`src/sv/gss_pkg.sv`:
```
// ----------------------------------------------------------------------------
// gss_pkg: shared constants and functions for the glossy specular shade unit
// Fixed-point widths, exp2 bit table, register indexes, log2 table builder.
// ----------------------------------------------------------------------------
package gss_pkg;

   localparam int VECTOR_BITS_DEF = 16;
   localparam int COLOR_BITS_DEF  = 16;
   localparam int LOG_ENTRIES_DEF = 256;

   localparam int Q14_W  = 16;   // internal vector width, Q1.14
   localparam int DMAG_W = 40;   // magnitude of r.wo in Q.28
   localparam int POS_W  = 6;    // msb position of r.wo
   localparam int M_W    = 31;   // exp2 mantissa, Q.30
   localparam int K_W    = 16;   // integer part of the power
   localparam int CSR_IDX_W = 3;

   localparam logic [15:0] GAIN_RESET  = 16'd4096;
   localparam logic [15:0] SHINE_RESET = 16'd2560;

   typedef enum logic [CSR_IDX_W-1:0] {
      CSR_GAIN  = 3'd0,
      CSR_RED   = 3'd1,
      CSR_GREEN = 3'd2,
      CSR_BLUE  = 3'd3,
      CSR_SHINE = 3'd4
   } csr_index_type;

   // 2^(2^-(j+1)) in Q.30
   localparam logic [M_W-1:0] EXP_ROM [16] = '{
      31'd1518500250, 31'd1276901417, 31'd1170923762, 31'd1121280433,
      31'd1097253712, 31'd1085434107, 31'd1079572136, 31'd1076653033,
      31'd1075196444, 31'd1074468888, 31'd1074105295, 31'd1073923544,
      31'd1073832681, 31'd1073787251, 31'd1073764538, 31'd1073753181
   };

   // fraction of log2(x), x in Q.30 within [1,2), by repeated squaring
   function automatic logic [15:0] gss_log2_frac(input logic [63:0] x0);
      logic [63:0] x;
      logic [15:0] res;
      x   = x0;
      res = '0;
      for (int i = 0; i < 16; i++) begin
         x   = (x * x) >> 30;
         res = {res[14:0], 1'b0};
         if (x >= 64'h8000_0000) begin
            res[0] = 1'b1;
            x      = x >> 1;
         end
      end
      return res;
   endfunction

endpackage

```
`src/sv/gss_scale.sv`:
```
// ----------------------------------------------------------------------------
// gss_scale: gain and color scaling with power-of-two shift and saturation
// Two stages: channel multiply, then shift, saturate and output register.
// ----------------------------------------------------------------------------
module gss_scale
   import gss_pkg::*;
#(
   parameter int COLOR_BITS = COLOR_BITS_DEF
) (
   input  logic                  clock,
   input  logic                  reset,
   input  logic                  en,
   input  logic [15:0]           gain,
   input  logic [COLOR_BITS-1:0] color [3],
   input  logic                  in_valid,
   input  logic                  in_pos,
   input  logic [M_W-1:0]        in_m,
   input  logic signed [K_W-1:0] in_k,
   output logic                  out_valid,
   output logic                  out_pos,
   output logic [COLOR_BITS-1:0] out_shade [3]
);

   localparam int GW = COLOR_BITS + 4;
   localparam int PW = COLOR_BITS + 21;
   localparam int VW = COLOR_BITS + 5;
   localparam logic [VW-1:0] MAXV = VW'({COLOR_BITS{1'b1}});

   // config must only change while idle, which the block does not enforce; only then is this registered product current
   logic [GW-1:0] g_ff [3];
   always_ff @(posedge clock) begin
      for (int c = 0; c < 3; c++) begin
         g_ff[c] <= GW'(((COLOR_BITS+16)'(gain) * (COLOR_BITS+16)'(color[c])) >> 12);
      end
   end

   logic                  v1_ff, v2_ff;
   logic                  p1_ff, p2_ff;
   logic signed [K_W-1:0] k1_ff;
   logic [PW-1:0]         pr1_ff [3];
   logic [COLOR_BITS-1:0] sh2_ff [3];
   logic [COLOR_BITS-1:0] sh_in  [3];

   always_ff @(posedge clock) begin
      if (reset) begin
         v1_ff <= 1'b0;
         v2_ff <= 1'b0;
      end else if (en) begin
         v1_ff <= in_valid;
         v2_ff <= v1_ff;
      end
   end

   always_comb begin
      logic [VW-1:0]  v;
      logic [K_W:0]   nk;
      logic [VW-1:0]  r;
      for (int c = 0; c < 3; c++) begin
         v  = VW'(pr1_ff[c] >> 16);
         nk = -(K_W+1)'(k1_ff);
         r  = '0;
         if (!p1_ff) begin
            r = '0;
         end else if (k1_ff < 0) begin
            if (nk >= (K_W+1)'(VW)) r = '0;
            else r = v >> nk;
         end else if (k1_ff > 0) begin
            if (v == '0) r = '0;
            else if (k1_ff >= K_W'(COLOR_BITS)) r = MAXV;
            else if (v > (MAXV >> k1_ff)) r = MAXV;
            else r = v << k1_ff;
         end else begin
            r = v;
         end
         sh_in[c] = (r > MAXV) ? COLOR_BITS'(MAXV) : COLOR_BITS'(r);
      end
   end

   always_ff @(posedge clock) begin
      if (en) begin
         p1_ff <= in_pos;
         k1_ff <= in_k;
         for (int c = 0; c < 3; c++) begin
            pr1_ff[c] <= PW'(g_ff[c]) * PW'(in_m >> 14);
            sh2_ff[c] <= sh_in[c];
         end
         p2_ff <= p1_ff;
      end
   end

   assign out_valid = v2_ff;
   assign out_pos   = p2_ff;
   assign out_shade = sh2_ff;

endmodule

```
`config.mk`:
```
export PLATFORM = sky130hd
export DESIGN_NAME = gss_scale
export DESIGN_NICKNAME = d
export VERILOG_FILES = /design/src/sv/gss_pkg.sv /design/src/sv/gss_scale.sv
export SDC_FILE = /design/constraint.sdc
export NUM_CORES = 2
export LEC_CHECK = 0
export BUFFER_PORTS_ARGS = -buffer_cell sky130_fd_sc_hd__buf_2
export CAP_MARGIN = 10
export CORE_MARGIN = 1.5
export CORE_UTILIZATION = 55
export DETAILED_ROUTE_END_ITERATION = 8
export PLACE_DENSITY_LB_ADDON = 0.05
export SLEW_MARGIN = 5
export SYNTH_ARGS = -nofsm -noshare
export SYNTH_HDL_FRONTEND = slang
export SYNTH_SLANG_ARGS = --single-unit
export TNS_END_PERCENT = 20
```
`constraint.sdc`:
```
create_clock -name clock -period 9.35 [get_ports clock]
set_input_delay 0.4675 -clock clock [delete_from_list [all_inputs] [get_ports clock]]
set_output_delay 0.4675 -clock clock [all_outputs]
set_load 0.005 [all_outputs]
```
Yosys cells after proc, flatten, opt, wreduce, memory -nomap -nowiden --
Memories as Yosys holds them, arrays and structs flattened. Index checks and enable logic that the tools add are counted.
Cells by class: muxes and demuxes 23, order comparisons 10, reduce and logical (&&, ||, !) cells 3, multipliers 6, shift operators 7, $add $sub $neg 1
Operators with widths (count):
- 2-to-1 mux 21 bit | 21
- multiplier 20 x 17 -> 37 bit | 3
- multiplier 16 x 16 -> 32 bit | 3
- > comparator 21 x 16 -> 1 bit, second input constant | 3
- > comparator 21 bit | 3
- logical NOT 21 bit | 3
- left shift 21 x 16 -> 21 bit | 3
- >> shifter 21 x 17 -> 21 bit | 3
- >> shifter 16 x 16 -> 21 bit, first input constant | 1
- >= comparator 17 x 5 -> 1 bit, second input constant | 1
- negator 16 -> 17 bit | 1
- >= comparator 16 x 6 -> 1 bit, second input constant | 1
- > comparator 16 x 1 -> 1 bit, second input constant | 1
- < comparator 16 x 1 -> 1 bit, second input constant | 1
- 2-to-1 mux 1 bit | 2
Word-level totals: bits in registers 68, output and inout bits 50, logic and storage cells 60, memories kept 2, RAM bits 171, input port bits 116
Memories:
- pr1_ff | depth 3, width 37, read ports 3, clocked after Yosys merged registers in 0, wr ports 3, line gss_scale.sv:40 | logic [PW-1:0] pr1_ff [3];
- g_ff | depth 3, width 20, read ports 3, clocked after Yosys merged registers in 0, wr ports 3, line gss_scale.sv:30 | logic [GW-1:0] g_ff [3];

Longest topological paths before layout --
depth after elaboration 9, gate-level depth with buffers 26, mapped depth without buffers 24

Least setup slack after synthesis --
OpenSTA, ideal clock, no wires.
path kind input -> register, start point input port in_m[16], end point memory pr1_ff[0][104] (netlist name), data pin, stages 25, path buffers 2, slack 2568 ps, data arrival time 6524 ps, data required time 9092 ps, setup time 258 ps, path through clkbuf_1 > clkbuf_1 > nand2_1 > fa_1 > inv_1 > fa_1 > inv_1 > fa_1 > inv_1 > fa_1 > inv_1 > fa_1 > inv_1 > fa_1 > ha_1 > a211oi_1 > o211ai_1 > a211oi_1 > o21ai_0 > o311ai_0 > o21ai_1 > o31a_1 > o21a_1 > nor2_1 > xnor2_1
RTL lines:
- start, declared | line gss_scale.sv:17 | input logic [M_W-1:0] in_m,
- end, declared | line gss_scale.sv:40

==> flow_metrics.env <==
export IMPL_status="finished clean"
export IMPL_track_usage_pct=31.4
export IMPL_max_cap_violations=0
export IMPL_drt_vias_per_instance=5.65
export IMPL_fillCellCount=11400
export IMPL_place_area_sq_um=69700
export IMPL_syn_inst=7780
export IMPL_synth_edf_count=129
export IMPL_setup_worst_path_class="reg2reg"
export IMPL_cp_slowest_stage_delay_ns=0.91
export IMPL_critical_path_cell_chain="nand2_1 -> fa_1 -> inv_1 -> fa_1 -> inv_1 -> fa_1 -> inv_1 -> fa_1 -> inv_1 -> fa_1 -> inv_1 -> fa_1 -> ha_1 -> a211oi_1 -> o211ai_1 -> a211oi_1 -> o21ai_0 -> o311ai_0 -> buf_4 -> o21ai_1 -> o21bai_1 -> o2111ai_1 -> a21oi_1 -> xnor2_1"
export IMPL_crit_required_ns=9.64
export IMPL_synth_area_leader_cell="fa_1"
export IMPL_cts_root_buffer="clkbuf_16"
export IMPL_ctsResizeCount=0
export IMPL_cp_top_family="adder cells"
export IMPL_skew_ns=0.0199
export IMPL_num_vias=52300
export IMPL_period_needed_ns=7.63
export IMPL_drt_pass1_iter_count=6
export IMPL_cts_hold_buf=0
export IMPL_coreArea_sq_um=122000
export IMPL_yosys_area_top_type_share_pct=40.7
export IMPL_slew_headroom_pct=27.6
export IMPL_syn_area_sq_um=67800
export IMPL_overflow=0
export IMPL_crit_arrival_ns=7.93
export IMPL_io_buffers=151
export IMPL_clock_latency_ns=0.55
export IMPL_gp_congestion=0.953
export IMPL_die_w_um=354
export IMPL_antenna_found_initial=11
export IMPL_drtAntennaViolNets=0
export IMPL_hold_ws_ns=0.0984
export IMPL_start_util_pct=55.6
export IMPL_cp_end_kind="register"
export IMPL_grt_pass1_wl_um=307000
export IMPL_finalCritPeriodShare_pct=81.7
export IMPL_cts_path_max_buffers=2
export IMPL_cts_setup_buffers=0
export IMPL_setup_tns_final_ns=0
export IMPL_tightest_slew_ns=1.09
export IMPL_rows=128
export IMPL_critical_path_buf_inv_count=6
export IMPL_yosysWarnings=0
export IMPL_final_cells=9260
export IMPL_dieArea_sq_um=125000
export IMPL_cts_buffers=17
export IMPL_regArea_sq_um=5110
export IMPL_syn2layout_area_growth_pct=3.64
export IMPL_fin_area_sq_um=70300
export IMPL_cts_tree="built"
export IMPL_path_common_cell="fa_1"
export IMPL_hold_viol=0
export IMPL_timing_fmax_mhz=131
export IMPL_startpoint="g_ff[0][50]"
export IMPL_drive_above_1_share_pct=4.46
export IMPL_final_max_slew_viol_count=0
export IMPL_synth_avg_cell_area_sq_um=8.72
export IMPL_placedCellCount=9224
export IMPL_drt_iter0_drc=3462
export IMPL_grt_max_degree=69
export IMPL_wl_um=191000
export IMPL_pin_count=166
export IMPL_wl_per_cell_um=20.6
export IMPL_hpwl_um=146000
export IMPL_crit_path_top_delay_cell="dfxtp_1"
export IMPL_hp_class="in2reg"
export IMPL_yosysUniqueCellTypes=80
export IMPL_cts_sinks=191
export IMPL_multi_input_area_sq_um=55200
export IMPL_ys_seq_elements=191
export IMPL_async_flop_share_pct=0
export IMPL_clk_pin_slew_worst_paths_ns=0.09
export IMPL_critical_path_max_fanout=17
export IMPL_r2r_start="g_ff[0][50]"
export IMPL_worstHoldStart="in_k[8]"
export IMPL_htreeDepth=4
export IMPL_start_kind="register"
export IMPL_setup_viol=0
export IMPL_synth_ff_type="edfxtp_1"
export IMPL_grt_setup_unrepaired="no"
export IMPL_ys_seq_area_share_pct=7.54
export IMPL_drc_errors=0
export IMPL_first_global_vias=55000
export IMPL_synth_top_cells_by_area="fa_1 41%, ha_1 13%, inv_1 8.7%, nand2_1 7.5%, edfxtp_1 5.7%"
export IMPL_die_y_um=354
export IMPL_nets=9795
export IMPL_synth_nets=9957
-- final timing paths --
check | to | slack [ns] | cells past startpoint
setup / recovery | pr1_ff[0][110] | 1.72 | 24
hold / removal | k1_ff[8] | 0.1 | 1
setup reg to reg | pr1_ff[0][110] | 1.72 | 24
hold reg to reg | out_valid | 0.50 | 2
-- per-stage QoR --
| step | utilization (%) | setup slack, ns |
|---|---|---|
| final | 57.6 | 1.72 |
| after global routing | 57.6 | 1.21 |
| after CTS | 57.6 | 1.55 |
| after detailed placement | 57.1 | 1.34 |
| after global placement | 57.1 | 1.46 |
| after floorplan | - | 2.57 |
-- cell families (layout without fill, tap and decap cells) --
family | after synthesis | in the layout | share of synthesized area [%]
AND/OR/NAND/NOR | 2517 | 2517 | 17.2
AO/OA/AOI/OAI | 768 | 768 | 7.14
flip-flops | 191 | 191 | 7.54
buffers and inverters | 1998 | 1848 | 11.1
XOR/XNOR | 125 | 125 | 1.61
multiplexers | 120 | 120 | 2.06
adder cells (fa/ha/maj) | 2061 | 2061 | 53.3
other | 0 | 5 | 0
-- cell usage in the layout (no fill, tap or decap), types with 14 or more instances in the layout --
| master | synthesis | layout |
|---|---|---|
| inv_1 | 1573 | 1573 |
| fa_1 | 1380 | 1380 |
| nand2_1 | 1360 | 1360 |
| ha_1 | 681 | 681 |
| and2_1 | 610 | 610 |
| nor2_1 | 222 | 222 |
| a21oi_1 | 217 | 217 |
| o21ai_0 | 196 | 196 |
| buf_2 | 15 | 150 |
| edfxtp_1 | 129 | 129 |
| buf_4 | 0 | 90 |
| mux2i_1 | 87 | 87 |
| xnor2_1 | 76 | 75 |
| nor3_1 | 67 | 67 |
| dfxtp_1 | 62 | 62 |
| nand3_1 | 61 | 61 |
| a21o_1 | 59 | 59 |
| xor2_1 | 49 | 48 |
| o211ai_1 | 47 | 47 |
| nand2b_1 | 41 | 41 |
| nand4_1 | 35 | 35 |
| a211oi_1 | 34 | 34 |
| nor2b_1 | 34 | 34 |
| o21a_1 | 30 | 30 |
| nor4_1 | 22 | 21 |
| mux2_2 | 19 | 19 |
| o22ai_1 | 18 | 18 |
| clkbuf_16 | 0 | 17 |
| a31oi_1 | 16 | 16 |
| and3_1 | 16 | 16 |
| or2_2 | 15 | 15 |
| a221oi_1 | 14 | 14 |
| mux4_2 | 14 | 14 |
-- Yosys cell counts (61+ instances only) --
master    instances
a21oi_1         217
and2_1          610
clkbuf_1        385
dfxtp_1          62
edfxtp_1        129
fa_1           1380
ha_1            681
inv_1          1573
mux2i_1          87
nand2_1        1360
nand3_1          61
nor2_1          222
nor3_1           67
o21ai_0         196
xnor2_1          76
-- layout make-up --
cell class | count | area share (%)
multi-input cells | 5591 | 78.5
well taps | 1625 | 2.89
inverters | 1575 | 8.41
clock buffers | 17 | 0.605
flip-flops and latches | 191 | 7.28
clock inverters | 14 | 0.192
repair buffers | 242 | 2.07
diodes | 5 | 0.0178
-- registers in the layout (all words and copies together), names as in the netlist --
signal / flops
pr1_ff: 63
v1_ff: 1
p1_ff: 1
k1_ff: 16
out_pos: 1
out_shade: 48
g_ff: 60
out_valid: 1
-- layer usage --
| metal | track usage [%] | share of wire [%] |
|---|---|---|
| met2 | 52.0 | 47 |
| met1 | 43.3 | 43 |
| met5 | 0 | 0.021 |
| met4 | 9.49 | 3.2 |
| met3 | 3.81 | 7.0 |
Power is left out: the tool's default activity adds up to more than one toggle a clock period on the data nets, which glitch-free logic cannot reach.
